--- config.mk ---
export PLATFORM = sky130hd
export DESIGN_NAME = radix_digit_converter
export DESIGN_NICKNAME = d
export VERILOG_FILES = /design/src/hw/rtl/rdc_pkg.sv /design/src/hw/rtl/rdc_ram.sv /design/src/hw/rtl/rdc_datapath.sv /design/src/hw/rtl/rdc_ctrl.sv /design/src/hw/rtl/radix_digit_converter.sv
export SDC_FILE = /design/constraint.sdc
export NUM_CORES = 1
export LEC_CHECK = 0
export ABC_AREA = 1
export BUFFER_PORTS_ARGS = -buffer_cell sky130_fd_sc_hd__buf_2
export CAP_MARGIN = 20
export CORE_UTILIZATION = 50
export CTS_CLUSTER_DIAMETER = 80
export CTS_CLUSTER_SIZE = 40
export DETAILED_ROUTE_END_ITERATION = 10
export HOLD_SLACK_MARGIN = 0.06
export PLACE_DENSITY = 0.77
export SYNTH_ARGS = -nofsm -noshare
export SYNTH_HDL_FRONTEND = slang
export SYNTH_SLANG_ARGS = --single-unit
--- constraint.sdc ---
create_clock -name aclk -period 9.58 [get_ports aclk]
set_clock_uncertainty 0.15 [all_clocks]
set_input_delay 0.958 -clock aclk [delete_from_list [all_inputs] [get_ports aclk]]
set_output_delay 0.958 -clock aclk [all_outputs]
set_load 0.005 [all_outputs]
--- src/hw/rtl/rdc_pkg.sv ---
`default_nettype none
// ----------------------------------------------------------------------------
// rdc_pkg
// Shared types, constants and helpers for the radix digit converter.
// ----------------------------------------------------------------------------
package rdc_pkg;

    localparam int VALUE_W  = 32;  // width of the value field on the input word
    localparam int RADIX_W  = 5;
    localparam int CHAR_W   = 7;
    localparam int DIGIT_W  = 4;
    localparam int DIV_STEP = 8;   // quotient bits resolved per divider cycle
    localparam int IN_TDATA_W  = 40;
    localparam int OUT_TDATA_W = 8;

    localparam logic [RADIX_W-1:0] RADIX_MIN = 5'd2;
    localparam logic [RADIX_W-1:0] RADIX_MAX = 5'd16;
    localparam logic [DIGIT_W-1:0] DEC_BASE  = 4'd10;
    localparam logic [CHAR_W-1:0]  CHAR_ZERO = 7'h30;
    localparam logic [CHAR_W-1:0]  CHAR_A    = 7'h41;

    typedef enum logic [1:0] {
        ST_IDLE,
        ST_DIV,
        ST_STORE,
        ST_EMIT
    } rdc_state_t;

    typedef struct packed {
        logic load;
        logic div_step;
        logic store;
        logic rd_issue;
    } rdc_cmd_t;

    typedef struct packed {
        logic div_last;
        logic quot_zero;
        logic can_issue;
        logic rd_last;
    } rdc_stat_t;

    function automatic logic [RADIX_W-1:0] clamp_radix(input logic [RADIX_W-1:0] r);
        logic [RADIX_W-1:0] res;
        res = r;
        if (r < RADIX_MIN) begin
            res = RADIX_MIN;
        end else if (r > RADIX_MAX) begin
            res = RADIX_MAX;
        end
        return res;
    endfunction

    function automatic logic [CHAR_W-1:0] digit_to_ascii(input logic [DIGIT_W-1:0] d);
        logic [CHAR_W-1:0] c;
        if (d < DEC_BASE) begin
            c = CHAR_ZERO + CHAR_W'(d);
        end else begin
            c = CHAR_A + CHAR_W'(d - DEC_BASE);
        end
        return c;
    endfunction

endpackage
`default_nettype wire

--- src/hw/rtl/rdc_ram.sv ---
`default_nettype none
// ----------------------------------------------------------------------------
// rdc_ram
// Generic single-write, single-read RAM with registered read data.
// ----------------------------------------------------------------------------
module rdc_ram #(
    parameter int WIDTH = 4,
    parameter int DEPTH = 32
) (
    input  wire logic                     aclk,
    input  wire logic                     we,
    input  wire logic [$clog2(DEPTH)-1:0] waddr,
    input  wire logic [WIDTH-1:0]         wdata,
    input  wire logic                     re,
    input  wire logic [$clog2(DEPTH)-1:0] raddr,
    output logic      [WIDTH-1:0]         rdata
);

    logic [WIDTH-1:0] mem_reg [DEPTH];
    logic [WIDTH-1:0] rdata_reg;

    always_ff @(posedge aclk) begin
        if (we) begin
            mem_reg[waddr] <= wdata;
        end
        if (re) begin
            rdata_reg <= mem_reg[raddr];
        end
    end

    assign rdata = rdata_reg;

endmodule
`default_nettype wire

--- src/hw/rtl/rdc_datapath.sv ---
`default_nettype none
// ----------------------------------------------------------------------------
// rdc_datapath
// Radix divider, digit stack and two-word output buffer.
// ----------------------------------------------------------------------------
module rdc_datapath
    import rdc_pkg::*;
#(
    parameter int VALUE_BITS = 32
) (
    input  wire logic                   aclk,
    input  wire logic                   aresetn,
    input  wire rdc_cmd_t               cmd,
    output rdc_stat_t                   stat,
    input  wire logic [VALUE_W-1:0]     in_value,
    input  wire logic [RADIX_W-1:0]     in_radix,
    output logic                        out_valid,
    input  wire logic                   out_ready,
    output logic [CHAR_W-1:0]           out_char,
    output logic                        out_last
);

    localparam int DIV_CYCLES = (VALUE_BITS + DIV_STEP - 1) / DIV_STEP;
    localparam int PAD_BITS   = DIV_CYCLES * DIV_STEP;
    localparam int IN_BITS    = (VALUE_BITS < VALUE_W) ? VALUE_BITS : VALUE_W;
    localparam int SW         = (DIV_CYCLES > 1) ? $clog2(DIV_CYCLES) : 1;
    localparam int CW         = $clog2(VALUE_BITS + 1);
    localparam int AW         = $clog2(VALUE_BITS);
    localparam int BUF_W      = CHAR_W + 1;

    logic [PAD_BITS-1:0] w_reg;
    logic [PAD_BITS-1:0] w_div;
    logic [RADIX_W-1:0]  radix_reg;
    logic [DIGIT_W-1:0]  rem_reg;
    logic [DIGIT_W-1:0]  rem_div;
    logic [SW-1:0]       step_reg;
    logic [CW-1:0]       cnt_reg;
    logic [CW-1:0]       cnt_dec;
    logic                pend_reg;
    logic                pend_last_reg;
    logic [1:0]          occ_reg;
    logic [1:0]          occ_next;
    logic [1:0]          occ_after_pop;
    logic [2:0]          level;
    logic [BUF_W-1:0]    head_reg;
    logic [BUF_W-1:0]    tail_reg;
    logic [BUF_W-1:0]    push_word;
    logic [DIGIT_W-1:0]  ram_rdata;
    logic                pop;

    // one divider cycle: DIV_STEP restoring steps on a remainder below the radix
    always_comb begin
        logic [DIGIT_W-1:0]  r;
        logic [RADIX_W-1:0]  t;
        logic [DIV_STEP-1:0] top;
        logic [DIV_STEP-1:0] q;
        r   = rem_reg;
        top = w_reg[PAD_BITS-1 -: DIV_STEP];
        q   = '0;
        for (int i = DIV_STEP - 1; i >= 0; i--) begin
            t = {r, top[i]};
            if (t >= radix_reg) begin
                t    = t - radix_reg;
                q[i] = 1'b1;
            end
            r = t[DIGIT_W-1:0];
        end
        rem_div = r;
        w_div   = (w_reg << DIV_STEP) | PAD_BITS'(q);
    end

    assign cnt_dec = cnt_reg - CW'(1);
    assign pop     = out_valid && out_ready;

    always_ff @(posedge aclk) begin
        if (cmd.load) begin
            w_reg     <= PAD_BITS'(in_value[IN_BITS-1:0]);
            radix_reg <= clamp_radix(in_radix);
            rem_reg   <= '0;
        end else if (cmd.div_step) begin
            w_reg   <= w_div;
            rem_reg <= rem_div;
        end else if (cmd.store) begin
            rem_reg <= '0;
        end
        if (cmd.rd_issue) begin
            pend_last_reg <= stat.rd_last;
        end
    end

    always_ff @(posedge aclk) begin
        if (!aresetn) begin
            step_reg <= '0;
            cnt_reg  <= '0;
            pend_reg <= 1'b0;
            occ_reg  <= '0;
        end else begin
            if (cmd.load) begin
                step_reg <= '0;
                cnt_reg  <= '0;
            end else if (cmd.div_step) begin
                step_reg <= step_reg + SW'(1);
            end else if (cmd.store) begin
                step_reg <= '0;
                cnt_reg  <= cnt_reg + CW'(1);
            end else if (cmd.rd_issue) begin
                cnt_reg <= cnt_dec;
            end
            pend_reg <= cmd.rd_issue;
            occ_reg  <= occ_next;
        end
    end

    rdc_ram #(
        .WIDTH (DIGIT_W),
        .DEPTH (VALUE_BITS)
    ) u_stack (
        .aclk  (aclk),
        .we    (cmd.store),
        .waddr (cnt_reg[AW-1:0]),
        .wdata (rem_reg),
        .re    (cmd.rd_issue),
        .raddr (cnt_dec[AW-1:0]),
        .rdata (ram_rdata)
    );

    // output buffer: head word is on the port, tail word catches a stalled read
    assign push_word = {pend_last_reg, digit_to_ascii(ram_rdata)};

    always_comb begin
        occ_next = occ_reg;
        if (pend_reg && !pop) begin
            occ_next = occ_reg + 2'd1;
        end else if (!pend_reg && pop) begin
            occ_next = occ_reg - 2'd1;
        end
    end

    always_ff @(posedge aclk) begin
        unique case (occ_reg)
            2'd0: begin
                if (pend_reg) begin
                    head_reg <= push_word;
                end
            end
            2'd1: begin
                if (pend_reg && pop) begin
                    head_reg <= push_word;
                end else if (pend_reg) begin
                    tail_reg <= push_word;
                end
            end
            default: begin
                if (pop) begin
                    head_reg <= tail_reg;
                    if (pend_reg) begin
                        tail_reg <= push_word;
                    end
                end
            end
        endcase
    end

    assign occ_after_pop = occ_reg - {1'b0, pop};
    assign level         = {1'b0, occ_after_pop} + {2'b00, pend_reg};

    assign stat.div_last  = (step_reg == SW'(DIV_CYCLES - 1));
    assign stat.quot_zero = (w_reg == '0);
    assign stat.can_issue = (level < 3'd2);
    assign stat.rd_last   = (cnt_reg == CW'(1));

    assign out_valid = (occ_reg != 2'd0);
    assign out_char  = head_reg[CHAR_W-1:0];
    assign out_last  = head_reg[CHAR_W];

    a_store_room: assert property (@(posedge aclk) disable iff (!aresetn)
        cmd.store |-> (cnt_reg < CW'(VALUE_BITS)))
        else $error("digit stack overflow");

    a_read_nonempty: assert property (@(posedge aclk) disable iff (!aresetn)
        cmd.rd_issue |-> (cnt_reg != '0))
        else $error("read from empty digit stack");

    a_buf_room: assert property (@(posedge aclk) disable iff (!aresetn)
        (pend_reg && occ_reg == 2'd2) |-> pop)
        else $error("output buffer overrun");

    a_occ_range: assert property (@(posedge aclk) disable iff (!aresetn)
        occ_reg != 2'd3)
        else $error("output buffer count out of range");

endmodule
`default_nettype wire

--- src/hw/rtl/rdc_ctrl.sv ---
`default_nettype none
// ----------------------------------------------------------------------------
// rdc_ctrl
// Sequencer: load, repeated divide and store per digit, then stack readout.
// ----------------------------------------------------------------------------
module rdc_ctrl
    import rdc_pkg::*;
(
    input  wire logic      aclk,
    input  wire logic      aresetn,
    input  wire logic      in_valid,
    output logic           in_ready,
    output rdc_cmd_t       cmd,
    input  wire rdc_stat_t stat
);

    rdc_state_t state_reg;
    rdc_state_t state_next;

    always_ff @(posedge aclk) begin
        if (!aresetn) begin
            state_reg <= ST_IDLE;
        end else begin
            state_reg <= state_next;
        end
    end

    always_comb begin
        state_next = state_reg;
        cmd        = '0;
        in_ready   = 1'b0;
        unique case (state_reg)
            ST_IDLE: begin
                in_ready = 1'b1;
                if (in_valid) begin
                    cmd.load   = 1'b1;
                    state_next = ST_DIV;
                end
            end
            ST_DIV: begin
                cmd.div_step = 1'b1;
                if (stat.div_last) begin
                    state_next = ST_STORE;
                end
            end
            ST_STORE: begin
                cmd.store = 1'b1;
                // quotient of zero means this remainder was the top digit
                state_next = stat.quot_zero ? ST_EMIT : ST_DIV;
            end
            ST_EMIT: begin
                cmd.rd_issue = stat.can_issue;
                if (stat.can_issue && stat.rd_last) begin
                    state_next = ST_IDLE;
                end
            end
            default: begin
                state_next = ST_IDLE;
            end
        endcase
    end

endmodule
`default_nettype wire

--- src/hw/rtl/radix_digit_converter.sv ---
`default_nettype none
// ----------------------------------------------------------------------------
// radix_digit_converter
// Converts an unsigned value to ASCII digits in radix 2..16, most significant
// digit first, one word per digit, tlast on the final digit.
// ----------------------------------------------------------------------------
//  channel | dir | tdata bits (low first)              | tlast
//  s_      | in  | value[31:0], radix[36:32], zero pad | -
//  m_      | out | digit_char[6:0], zero pad           | last digit
//
//  each digit passes through the shared radix divider (8 quotient bits per
//  cycle) and then a stack write; readout then streams one digit per cycle
//  from the registered digit stack while the m_ side accepts them
//  s_tready is high only while the sequencer is idle; a stalled m_ side
//  holds the readout, and the next word is taken while digits still drain
//  reset clears the sequencer and the output buffer
// ----------------------------------------------------------------------------
module radix_digit_converter
    import rdc_pkg::*;
#(
    parameter int VALUE_BITS = 32
) (
    input  wire logic                   aclk,
    input  wire logic                   aresetn,
    input  wire logic                   s_tvalid,
    output logic                        s_tready,
    input  wire logic [IN_TDATA_W-1:0]  s_tdata,   // value[31:0], radix[36:32]
    output logic                        m_tvalid,
    input  wire logic                   m_tready,
    output logic [OUT_TDATA_W-1:0]      m_tdata,   // digit_char[6:0]
    output logic                        m_tlast
);

    rdc_cmd_t          cmd;
    rdc_stat_t         stat;
    logic [CHAR_W-1:0] out_char;

    rdc_ctrl u_ctrl (
        .aclk     (aclk),
        .aresetn  (aresetn),
        .in_valid (s_tvalid),
        .in_ready (s_tready),
        .cmd      (cmd),
        .stat     (stat)
    );

    rdc_datapath #(
        .VALUE_BITS (VALUE_BITS)
    ) u_datapath (
        .aclk      (aclk),
        .aresetn   (aresetn),
        .cmd       (cmd),
        .stat      (stat),
        .in_value  (s_tdata[VALUE_W-1:0]),
        .in_radix  (s_tdata[VALUE_W +: RADIX_W]),
        .out_valid (m_tvalid),
        .out_ready (m_tready),
        .out_char  (out_char),
        .out_last  (m_tlast)
    );

    assign m_tdata = OUT_TDATA_W'(out_char);

endmodule
`default_nettype wire
=== Word level (Yosys, flattened, before mapping) ===
Memories as Yosys holds them, arrays and structs flattened. A register that Yosys moved wholly into a read port is not among the register bits.
Index checks and enable logic that the tools add are counted.

* Memory bits (writable): 128
* Memories: 1
* Register bits: 71
* Bits in latches: 0
* Input bits: 44
* Word-level logic and storage cells: 131
* Output and inout port bits: 11
* ROM bits: 0

{| class="wikitable"
|+ Memories
! name !! depth !! width !! rd ports !! clocked after Yosys merged registers in !! wr ports !! line !! source
|-
| u_datapath.u_stack.mem_reg || 32 || 4 || 1 || 1 || 1 || rdc_ram.sv:19 || <nowiki>logic [WIDTH-1:0] mem_reg [DEPTH];</nowiki>
|}

* Bitwise logic cells: 4
* Reductions and logical operators: 23
* Order comparisons: 12
* Multiplexer cells: 49
* Shifts and indexed selects: 0
* Equality and inequality tests: 12
* Divide/modulo/power cells: 0
* Add/sub/neg operators: 18
* Multiply operators: 0

{| class="wikitable"
|+ Operator list
! kind !! count
|-
| $mux 32 || 2
|-
| $mux 8 || 6
|-
| $ge 5x5->1 || 8
|-
| $mux 4 || 10
|-
| $logic_not 32->1 || 1
|-
| $or 32x8->32 || 1
|-
| $pmux 8 s2 || 2
|-
| $sub 4x4->4 || 8
|-
| $mux 1 || 16
|-
| $mux 2 || 8
|-
| $mux 6 || 2
|-
| $reduce_bool 2->1 || 6
|-
| $reduce_and 3->1 || 3
|-
| $pmux 2 s4 || 1
|-
| $add 6x4->7 const A || 1
|-
| $add 7x7->7 const A || 1
|-
| $mux 7 || 1
|-
| $add 6x1->6 const B || 1
|-
| $eq 2x2->1 const B || 3
|-
| $eq 6x1->1 const B || 1
|-
| $ne 2x1->1 const B || 3
|-
| $ne 2x2->1 const B || 3
|-
| $sub 6x1->6 const B || 1
|-
| $gt 5x5->1 const B || 1
|-
| other kinds (17) || 28
|}

=== Logic depth before layout (Yosys ltp) ===
Gate-level depths: netlist of run 1.

* Word-level depth: 19
* Gate-level depth with buffers: 75
* Mapped depth without buffers: 75

=== Hierarchy ===
A second synthesis of run 1 with hierarchy kept.

* Cells, all modules: 1147
* Area total of the unflattened synthesis: 10855.4 um2

{| class="wikitable"
|+ By module, submodules not included
! module !! sequential area each (um2) !! area an instance (um2) !! cells an instance !! instances
|-
| rdc_ram || 3963.8 || 5536.6 || 486 || 1
|-
| rdc_datapath || 1921.8 || 5146.2 || 633 || 1
|-
| rdc_ctrl || 40.0 || 161.4 || 26 || 1
|-
| radix_digit_converter || 0.0 || 11.3 || 2 || 1
|}

=== Least setup slack after synthesis of run 1 ===
OpenSTA, ideal clock, no wires.

* Kind: reg-to-reg
* Start point: register u_datapath.radix_reg[1]
* End point: register u_datapath.w_reg[0], data pin
* Arrival: 8.672 ns
* Setup time: 0.262 ns
* Required time: 9.168 ns
* Period minus slack after synthesis: 9.084 ns
* Stages on the path, launching flop included: 65
* Slack: 0.496 ns
* Buffers on the path: 0
* Cell sequence: edfxtp_1 > inv_1 > ha_1 > a21o_1 > a21boi_2 > nand3_2 > nand2_1 > o21ai_2 > ha_1 > a21o_1 > a21boi_1 > nand3_1 > inv_2 > nand3_1 > nand2_1 > ha_1 > a21o_1 > a21boi_1 > [... 29 more ...] > ha_1 > nand2_1 > o21a_1 > nand3_1 > inv_2 > nand3_1 > nand2_1 > ha_1 > nand2_1 > inv_1 > nand2_1 > nand2_1 > nand2_1 > nand2_1 > nand2_1 > nand2_1 > inv_1 > o21ai_0

* Word-level cells in the longest chain between the ends: 19
* Elaborated cells on any way between the ends: 26
* Those cells by class: add/sub (7); order compare (8); mux (10); bitwise (1)

{| class="wikitable"
|+ Ends and longest elaborated chain
! item !! line !! source
|-
| start: declaration || rdc_datapath.sv:33 || <nowiki>logic [RADIX_W-1:0] radix_reg;</nowiki>
|-
| start signal: assignment || rdc_datapath.sv:78 || <nowiki>radix_reg <= clamp_radix(in_radix);</nowiki>
|-
| $sub 4x4->4 / $ge 5x5->1 (equally long branches) || rdc_datapath.sv:63, rdc_datapath.sv:62 ||
|-
| $mux 4 || rdc_datapath.sv:62 || <nowiki>if (t >= radix_reg) begin</nowiki>
|-
| $sub 4x4->4 / $ge 5x5->1 (equally long branches) || rdc_datapath.sv:63, rdc_datapath.sv:62 ||
|-
| $mux 4 || rdc_datapath.sv:62 ||
|-
| $sub 4x4->4 / $ge 5x5->1 (equally long branches) || rdc_datapath.sv:63, rdc_datapath.sv:62 ||
|-
| $mux 4 || rdc_datapath.sv:62 ||
|-
| $ge 5x5->1 / $sub 4x4->4 (equally long branches) || rdc_datapath.sv:62, rdc_datapath.sv:63 ||
|-
| $mux 4 || rdc_datapath.sv:62 ||
|-
| [... 3 more ...] || n/a ||
|-
| $mux 4 || rdc_datapath.sv:62 ||
|-
| $sub 4x4->4 / $ge 5x5->1 (equally long branches) || rdc_datapath.sv:63, rdc_datapath.sv:62 ||
|-
| $mux 4 || rdc_datapath.sv:62 ||
|-
| $ge 5x5->1 * || rdc_datapath.sv:62 ||
|-
| $mux 1 * || rdc_datapath.sv:62 ||
|-
| $or 32x8->32 * || rdc_datapath.sv:69 || <nowiki>w_div = (w_reg << DIV_STEP) | PAD_BITS'(q);</nowiki>
|-
| $mux 32 * || rdc_datapath.sv:80 || <nowiki>end else if (cmd.div_step) begin</nowiki>
|-
| $mux 32 * || rdc_datapath.sv:76 || <nowiki>if (cmd.load) begin</nowiki>
|-
| end signal: assignment || rdc_datapath.sv:77 || <nowiki>w_reg <= PAD_BITS'(in_value[IN_BITS-1:0]);</nowiki>
|-
| end signal: assignment || rdc_datapath.sv:81 || <nowiki>w_reg <= w_div;</nowiki>
|-
| end: declaration || rdc_datapath.sv:31 || <nowiki>logic [PAD_BITS-1:0] w_reg;</nowiki>
|}

Every way passes the cells marked *; elsewhere a longest branch is shown, timed or not. The select of a mux whose other input is x is not followed.
A chain may end at the register's enable or synchronous reset.

=== Worst setup path in the final report of run 1 ===
* Start point: register u_datapath.radix_reg[2]
* End point: register u_datapath.rem_reg[0]

* Word-level cells in the longest chain between the ends: 17
* Elaborated cells on any way between the ends: 24
* Those cells by class: add/sub (7); order compare (8); mux (9)

{| class="wikitable"
|+ Ends and longest elaborated chain
! item !! line !! source
|-
| $sub 4x4->4 / $ge 5x5->1 (equally long branches) || rdc_datapath.sv:63, rdc_datapath.sv:62 ||
|-
| $mux 4 || rdc_datapath.sv:62 ||
|-
| $sub 4x4->4 / $ge 5x5->1 (equally long branches) || rdc_datapath.sv:63, rdc_datapath.sv:62 ||
|-
| $mux 4 || rdc_datapath.sv:62 ||
|-
| $ge 5x5->1 / $sub 4x4->4 (equally long branches) || rdc_datapath.sv:62, rdc_datapath.sv:63 ||
|-
| $mux 4 || rdc_datapath.sv:62 ||
|-
| $sub 4x4->4 / $ge 5x5->1 (equally long branches) || rdc_datapath.sv:63, rdc_datapath.sv:62 ||
|-
| $mux 4 || rdc_datapath.sv:62 ||
|-
| $sub 4x4->4 / $ge 5x5->1 (equally long branches) || rdc_datapath.sv:63, rdc_datapath.sv:62 ||
|-
| $mux 4 || rdc_datapath.sv:62 ||
|-
| $sub 4x4->4 / $ge 5x5->1 (equally long branches) || rdc_datapath.sv:63, rdc_datapath.sv:62 ||
|-
| $mux 4 || rdc_datapath.sv:62 ||
|-
| $ge 5x5->1 / $sub 4x4->4 (equally long branches) || rdc_datapath.sv:62, rdc_datapath.sv:63 ||
|-
| $mux 4 || rdc_datapath.sv:62 ||
|-
| $ge 5x5->1 * || rdc_datapath.sv:62 ||
|-
| $mux 4 * || rdc_datapath.sv:62 ||
|-
| $mux 4 * || rdc_datapath.sv:80 ||
|-
| end signal: assignment || rdc_datapath.sv:82 || <nowiki>rem_reg <= rem_div;</nowiki>
|-
| end: declaration || rdc_datapath.sv:34 || <nowiki>logic [DIGIT_W-1:0] rem_reg;</nowiki>
|}

Every way passes the cells marked *; elsewhere a longest branch is shown, timed or not.

==> summary.txt, run 1 <==
Outcome
  • Result of the run: finished clean

Synthesis
  • Post-synthesis instance total: 1078
  • Number of distinct library cells after synthesis: 57
  • Post-synth top area cell: sky130_fd_sc_hd__edfxtp_1
  • Syn. warnings: 0
  • Leading cell types by total area after synthesis: sky130_fd_sc_hd__edfxtp_1 (52%), sky130_fd_sc_hd__ha_1 (6.8%), sky130_fd_sc_hd__nand2_1 (6.5%)
  • EDFF count, synth: 186
  • Synth async-reset ratio: 0
  • Share of Yosys cell area claimed by the top area cell type: 0.517
  • Syn Std Cell Area: 0.0108 mm^2
  • Count of state elements after synthesis: 203
  • Proportion of synthesized chip area in sequential cells: 0.549
  • Avg Synthesized Cell Area: 10.0 um^2
  • Synthesized netlist net count: 1189
  • Top FF cell, synth: sky130_fd_sc_hd__edfxtp_1

STA
  • Final setup violating endpoints: 0
  • Hold_ws: 0.324 ns
  • Min cycle time layout: 9.20 ns
  • Setup total negative slack: 0 ns
  • Timing-limited maximum frequency: 0.109 GHz
  • Post-route fraction of the period consumed by the critical path: 0.960
  • Count of endpoints failing hold in the final timing report: 0
  • Final max-slew violation count: 0
  • Worst slew margin relative to its limit: 0.199
  • Transition time of the tightest slew-check pin: 1.20 ns

Routing
  • DR vias/cell: 5.63
  • First-pass iteration count of the detailed router: 5
  • DRC marker count from the first detailed-route iteration: 599
  • Mean routed wirelength per cell: 16.9 um
  • Antenna-violating nets left: 0
  • DRC violations left: 0
  • Total vias in the final route: 8061
  • Final Routed Wirelength: 24100 um

Layout
  • Fraction of layout instances using a drive strength above 1: 0.193
  • Number of nets at the end of the flow: 1260
  • Non-filler instance count after layout: 1431
  • Antenna diode instance count: 0
  • Post-layout utilization of the core: 0.588
  • Most common cell after layout, fill and taps aside: sky130_fd_sc_hd__edfxtp_1
  • Max FFs per register: 128
  • Layout Area Growth over Synthesis: 14.8%
  • Commonest cells after routing, fill and taps aside: sky130_fd_sc_hd__edfxtp_1 (186), sky130_fd_sc_hd__nand2_1 (167), sky130_fd_sc_hd__nor2_1 (142)

Global routing
  • Number of global-route vias before repair: 7644
  • Largest net degree at the start of global routing: 71
  • Global route overflow: 0
  • Total global routing track utilization: 0.213
  • Wire length of the first global-routing pass: 37300 um
  • Antenna violations before repair: 0

Clock tree
  • Maximum number of buffers from clock root to sink: 3
  • Total number of H-tree levels: 1
  • Clock buffers created by TritonCTS: 13
  • CTS tree: built
  • Hold-fix buffers at CTS: 0
  • Root buf cell: sky130_fd_sc_hd__clkbuf_16
  • CTS clk-pin slew, worst paths: 0.11 ns
  • Clock sinks: 203
  • Clk Latency, worst-skew pair: 0.50 ns

Placed design
  • Gpl congestion: 0.937
  • Number of placed instances with taps included: 1393
  • Post-detailed-placement half-perimeter wirelength: 15700 um
  • # port buffers: 50

Critical path
  • Critical path's slowest cell: sky130_fd_sc_hd__edfxtp_1
  • Critical path's top delay family: simple AND/OR/NAND/NOR gates
  • Combined buffer and inverter count along the critical path: 13
  • Startpoint-to-endpoint class of the critical path: flop to flop
  • Sort of element at the start of the critical path: flop
  • Crit path top cell by count: sky130_fd_sc_hd__nand2_1
  • Crit end category: flop
  • Delay of the slowest cell on the worst path: 0.39 ns
  • Critical path peak fanout: 8
  • Required arrival time at the worst endpoint: 9.82 ns
  • Worst endpoint data arrival time: 9.44 ns

Floorplan
  • Number of primary I/O pins: 55
  • Core Area: 0.0211 mm^2
  • Width of the chip: 149 um
  • Total number of placement rows: 53
  • Initial Util: 0.512
  • Total Die Area: 0.0222 mm^2
  • Chip height: 149 um

Flow run
  • Max-cap viol count: 0

Worst hold path
  • Hold crit path type: flop to flop
[layer usage]
layer | part of all wire | vias to the layer above | global-route usage
met5 | 0 | - | 0
li1 | - | 3866 | -
met4 | 0.033 | 0 | 0.0684
met3 | 0.059 | 73 | 0.0294
met2 | 0.51 | 300 | 0.384
met1 | 0.40 | 3822 | 0.263
[worst paths after layout]
path | startpoint | cells past startpoint | slack, ns | end
worst max register to register | u_datapath.radix_reg[2] | 69 | 0.38 | u_datapath.rem_reg[0]
worst min-delay path | u_datapath.pend_last_reg | 0 | 0.32 | u_datapath.tail_reg[7]
worst max-delay path | u_datapath.radix_reg[2] | 69 | 0.38 | u_datapath.rem_reg[0]
worst min register to register | u_datapath.pend_last_reg | 0 | 0.32 | u_datapath.tail_reg[7]
[logic make-up (layout without fill, tap and decap cells)]
family,Yosys count,count (layout),synth area share
AOI/OAI and AO/OA,210,210,0.115
other,1,1,0.000347
buffers and inverters,156,234,0.0636
adders and majority gates,67,67,0.0832
and+or+nand+nor,414,414,0.163
muxes,3,3,0.00278
DFF,203,203,0.549
xor gates and xnor gates,24,24,0.0226
[cell type report]
class	count	area (um^2)
clock buffers	14	329
clock inverters	8	116
fillers	1678	8700
inverters	121	472
multi-input cells	719	4630
flip-flops and latches	203	5930
well taps	275	344
repair buffers	91	569
[what timing repair did]
action	4_1_cts	5_1_grt
setup buffers	4	11
cloned	0	0
resized for setup	8	87
pin swaps	5	35
setup endpoints to repair	5	5
[metrics by stage]
stage / instance area (um^2) / worst slack (ns)
detailed placement: 11400 / -0.169
finish: 12400 / 0.382
global placement: 11400 / 0.141
floorplan: 10800 / 0.496
CTS: 11900 / 0.0320
global route: 12400 / -0.198
[cells in the mapped netlist, types with 2 or more instances]
master,count
sky130_fd_sc_hd__clkbuf_1,11
sky130_fd_sc_hd__mux2i_1,3
sky130_fd_sc_hd__o21ai_2,3
sky130_fd_sc_hd__o221ai_1,2
sky130_fd_sc_hd__o21ai_1,34
sky130_fd_sc_hd__a21oi_1,34
sky130_fd_sc_hd__or2_2,2
sky130_fd_sc_hd__inv_4,3
sky130_fd_sc_hd__a21o_1,4
sky130_fd_sc_hd__a31oi_1,7
sky130_fd_sc_hd__buf_2,8
sky130_fd_sc_hd__fa_1,8
sky130_fd_sc_hd__and2_1,6
sky130_fd_sc_hd__nand3_4,2
sky130_fd_sc_hd__dfxtp_1,17
sky130_fd_sc_hd__o21ai_0,84
sky130_fd_sc_hd__inv_1,110
sky130_fd_sc_hd__inv_2,8
sky130_fd_sc_hd__nand4_1,22
sky130_fd_sc_hd__buf_6,6
sky130_fd_sc_hd__nand3_1,36
sky130_fd_sc_hd__nor2_1,144
sky130_fd_sc_hd__nor3_1,5
sky130_fd_sc_hd__ha_1,59
sky130_fd_sc_hd__or2_1,2
sky130_fd_sc_hd__edfxtp_1,186
sky130_fd_sc_hd__o32ai_1,15
sky130_fd_sc_hd__xnor2_1,7
sky130_fd_sc_hd__buf_4,8
sky130_fd_sc_hd__xor2_1,14
sky130_fd_sc_hd__o211ai_1,12
sky130_fd_sc_hd__nand2_1,186
sky130_fd_sc_hd__o211ai_2,4
sky130_fd_sc_hd__a21boi_1,3
Power of run 1 is left out: the tool's default activity adds up to more than one toggle a clock period on the data nets, which glitch-free logic cannot reach.
==> run 2, diff against run 1 <==
--- a/config.mk
+++ b/config.mk
@@ -16,4 +16,5 @@
 export PLACE_DENSITY = 0.77
 export SYNTH_ARGS = -nofsm -noshare
 export SYNTH_HDL_FRONTEND = slang
+export SYNTH_HIERARCHICAL = 1
 export SYNTH_SLANG_ARGS = --single-unit
==> summary.txt, run 2 <==
Outcome
  • Result of the run: finished clean

Routing
  • Final Routed Wirelength: 24900 um (+2.9%)
  • Antenna-violating nets left: 0 (unchanged)
  • Mean routed wirelength per cell: 16.4 um (-2.9%)
  • DRC marker count from the first detailed-route iteration: 641 (+7.0%)
  • First-pass iteration count of the detailed router: 5 (unchanged)
  • Total vias in the final route: 8332 (+3.4%)
  • DRC violations left: 0 (unchanged)
  • DR vias/cell: 5.49 (-2.5%)

Clock tree
  • Maximum number of buffers from clock root to sink: 3 (unchanged)
  • CTS clk-pin slew, worst paths: 0.12 ns (about the same)
  • Root buf cell: sky130_fd_sc_hd__clkbuf_16
  • Clock buffers created by TritonCTS: 12 (-1)
  • Total number of H-tree levels: 1 (unchanged)
  • Hold-fix buffers at CTS: 0 (unchanged)
  • Clock sinks: 203 (unchanged)
  • Clk Latency, worst-skew pair: 0.48 ns (-0.02 ns)
  • CTS tree: built

Floorplan
  • Chip height: 149 um (+0.28%)
  • Initial Util: 0.513 (+0.00123)
  • Width of the chip: 149 um (+0.28%)
  • Core Area: 0.0212 mm^2 (+0.31%)
  • Total Die Area: 0.0223 mm^2 (+0.55%)
  • Total number of placement rows: 53 (unchanged)
  • Number of primary I/O pins: 55 (unchanged)

Layout
  • Max FFs per register: 128 (unchanged)
  • Number of nets at the end of the flow: 1341 (+6.4%)
  • Antenna diode instance count: 0 (unchanged)
  • Fraction of layout instances using a drive strength above 1: 0.214 (+0.0213)
  • Most common cell after layout, fill and taps aside: sky130_fd_sc_hd__nand2_1
  • Layout Area Growth over Synthesis: 17.7%
  • Commonest cells after routing, fill and taps aside: sky130_fd_sc_hd__nand2_1 (342), sky130_fd_sc_hd__edfxtp_1 (186), sky130_fd_sc_hd__nand3_1 (128)

Synthesis
  • Top FF cell, synth: sky130_fd_sc_hd__edfxtp_1
  • Synthesized netlist net count: 1252 (+5.3%)
  • EDFF count, synth: 186 (unchanged)
  • Syn Std Cell Area: 0.0109 mm^2 (+0.56%)
  • Most frequent cell after synthesis: sky130_fd_sc_hd__nand2_1
  • Avg Synthesized Cell Area: 9.46 um^2 (-5.5%)
  • Syn. warnings: 6 (+6)
  • Most frequent cells after synthesis: sky130_fd_sc_hd__nand2_1 (373), sky130_fd_sc_hd__edfxtp_1 (186), sky130_fd_sc_hd__nand3_1 (140)
  • Proportion of synthesized chip area in sequential cells: 0.546 (-0.00304)
  • Post-synthesis instance total: 1147 (+6.4%)
  • Post-synth top area cell: sky130_fd_sc_hd__edfxtp_1
  • Synth async-reset ratio: 0 (unchanged)
  • Share of Yosys cell area claimed by the top area cell type: 0.515 (-0.00286)
  • Leading cell types by total area after synthesis: sky130_fd_sc_hd__edfxtp_1 (51%), sky130_fd_sc_hd__nand2_1 (13%), sky130_fd_sc_hd__nand3_1 (6.5%)
  • Number of distinct library cells after synthesis: 50 (-12%)
  • Count of state elements after synthesis: 203 (unchanged)

Critical path
  • Reg2Reg Capture Point: u_datapath/rem_reg[1]
  • Sort of element at the start of the critical path: flop
  • Worst-case reg-to-reg path depth: 61 (-12%)
  • Launch instance of the worst register-to-register path: u_datapath/radix_reg[2]
  • Startpoint-to-endpoint class of the critical path: flop to flop
  • Worst endpoint data arrival time: 9.73 ns (+0.29 ns)
  • Crit end category: flop
  • Required arrival time at the worst endpoint: 9.84 ns (+0.02 ns)
  • Critical path's slowest cell: sky130_fd_sc_hd__edfxtp_1
  • Worst-case register-to-register setup slack: 0.11 ns (-0.27 ns)
  • Delay of the slowest cell on the worst path: 0.39 ns (about the same)
  • Critical path peak fanout: 8 (unchanged)

STA
  • Setup total negative slack: 0 ns (unchanged)
  • Post-route fraction of the period consumed by the critical path: 0.988 (+0.0283)
  • Timing-limited maximum frequency: 0.106 GHz (-2.9%)
  • Final setup slack of the worst path: 0.111 ns (-0.271 ns)
  • Count of endpoints failing hold in the final timing report: 0 (unchanged)
  • Transition time of the tightest slew-check pin: 1.02 ns (-0.178 ns)
  • Final max-slew violation count: 0 (unchanged)
  • Final setup violating endpoints: 0 (unchanged)
  • Min cycle time layout: 9.47 ns (+0.271 ns)
  • Worst slew margin relative to its limit: 0.317 (+0.117)

Global routing
  • Total global routing track utilization: 0.207 (-0.00657)
  • Global route overflow: 0 (unchanged)
  • Antenna violations before repair: 0 (unchanged)
  • Number of global-route vias before repair: 7540 (-1.4%)
  • Largest net degree at the start of global routing: 69 (-2.8%)
  • Wire length of the first global-routing pass: 36500 um (-2.0%)

Flow run
  • Max-cap viol count: 0 (unchanged)

Worst hold path
  • Worst Hold Launch: u_datapath/pend_last_reg
  • Hold crit path type: flop to flop
  • Hold EP: u_datapath/tail_reg[7]
  • Hold Crit Depth: 0 (unchanged)

Placed design
  • Gpl congestion: 0.899 (-4.1%)
  • # port buffers: 50 (unchanged)
  • Post-detailed-placement half-perimeter wirelength: 15600 um (-1.0%)
  • Worst Setup Slack post-DPL: -0.206 ns (-0.0373 ns)
[run 2: changes by cell type after synthesis, moves of 7 or more]
cell / previous run / this run
sky130_fd_sc_hd__nand3_1: 36 / 140
sky130_fd_sc_hd__nor2_1: 144 / 58
sky130_fd_sc_hd__o32ai_1: 15 / 0
sky130_fd_sc_hd__nor4_1: 1 / 8
sky130_fd_sc_hd__nand2_1: 186 / 373
sky130_fd_sc_hd__o211ai_1: 12 / 1
sky130_fd_sc_hd__o21ai_0: 84 / 26
sky130_fd_sc_hd__o21ai_1: 34 / 0
[run 2: worst max path at each step]
stage / from / to / slack, ns / cells past startpoint
6_report: u_datapath/radix_reg[2] / u_datapath/rem_reg[1] / 0.11 / 61
5_1_grt: u_datapath/radix_reg[2] / u_datapath/rem_reg[1] / -0.36 / 68
4_1_cts: u_datapath/radix_reg[4] / u_datapath/w_reg[0] / 0.01 / 65
3_5_place_dp: u_datapath/radix_reg[4] / u_datapath/w_reg[0] / -0.21 / 63
3_3_place_gp: u_datapath/radix_reg[4] / u_datapath/rem_reg[3] / -0.02 / 66
2_1_floorplan: u_datapath/radix_reg[1] / u_datapath/w_reg[0] / 0.19 / 64
[run 2: stage by stage]
step	cell area [um^2]	util	std cells	hold slack, ns
floorplan	10900	-	1147	0.277
global placement	11500	0.542	1470	0.289
detailed placement	11500	0.542	1470	0.297
CTS	12000	0.568	1494	0.323
global route	12800	0.604	1517	0.336
finish	12800	0.604	1517	0.320
[run 2: layout make-up]
cell class | count | area (um^2)
inverters | 111 | 430
fillers | 1638 | 8380
repair buffers | 111 | 727
flip-flops and latches | 203 | 5930
clock inverters | 7 | 136
multi-input cells | 797 | 4890
clock buffers | 13 | 325
well taps | 275 | 344
[run 2: layer usage]
layer | vias up | GRT usage | wire length [um]
met2 | 333 | 0.362 | 12300
li1 | 4059 | - | -
met5 | - | 0 | 0
met4 | 0 | 0.0617 | 774
met1 | 3875 | 0.271 | 10300
met3 | 65 | 0.0202 | 1500
[run 2: repair_timing]
item / in CTS / in global routing
resized for setup: 11 / 122
setup endpoints to repair: 5 / 5
gates cloned: 0 / 0
pin swaps: 3 / 58
buffers inserted: 4 / 22
[run 2: kinds of logic (layout without fill, tap and decap cells)]
logic type | count (synthesis) | after routing | synth area share
other cells | 1 | 1 | 0.000345
flops | 203 | 203 | 0.546
xor+xnor | 25 | 25 | 0.0202
simple gates | 624 | 624 | 0.247
fa+ha+maj | 61 | 61 | 0.0758
buf+inv | 147 | 242 | 0.0619
compound gates | 86 | 86 | 0.0486
[run 2: worst max-delay path, delay by kind of cell, from the launching register on]
kind                     cells  cell delay, ns
buffers and inverters        9            0.89
flip-flops                   1            0.39
AO/OA/AOI/OAI               10            1.50
adder cells (fa/ha/maj)      8            2.16
AND/OR/NAND/NOR             33            4.14
XOR/XNOR                     1            0.15
Power of run 2 is left out for the same reason.
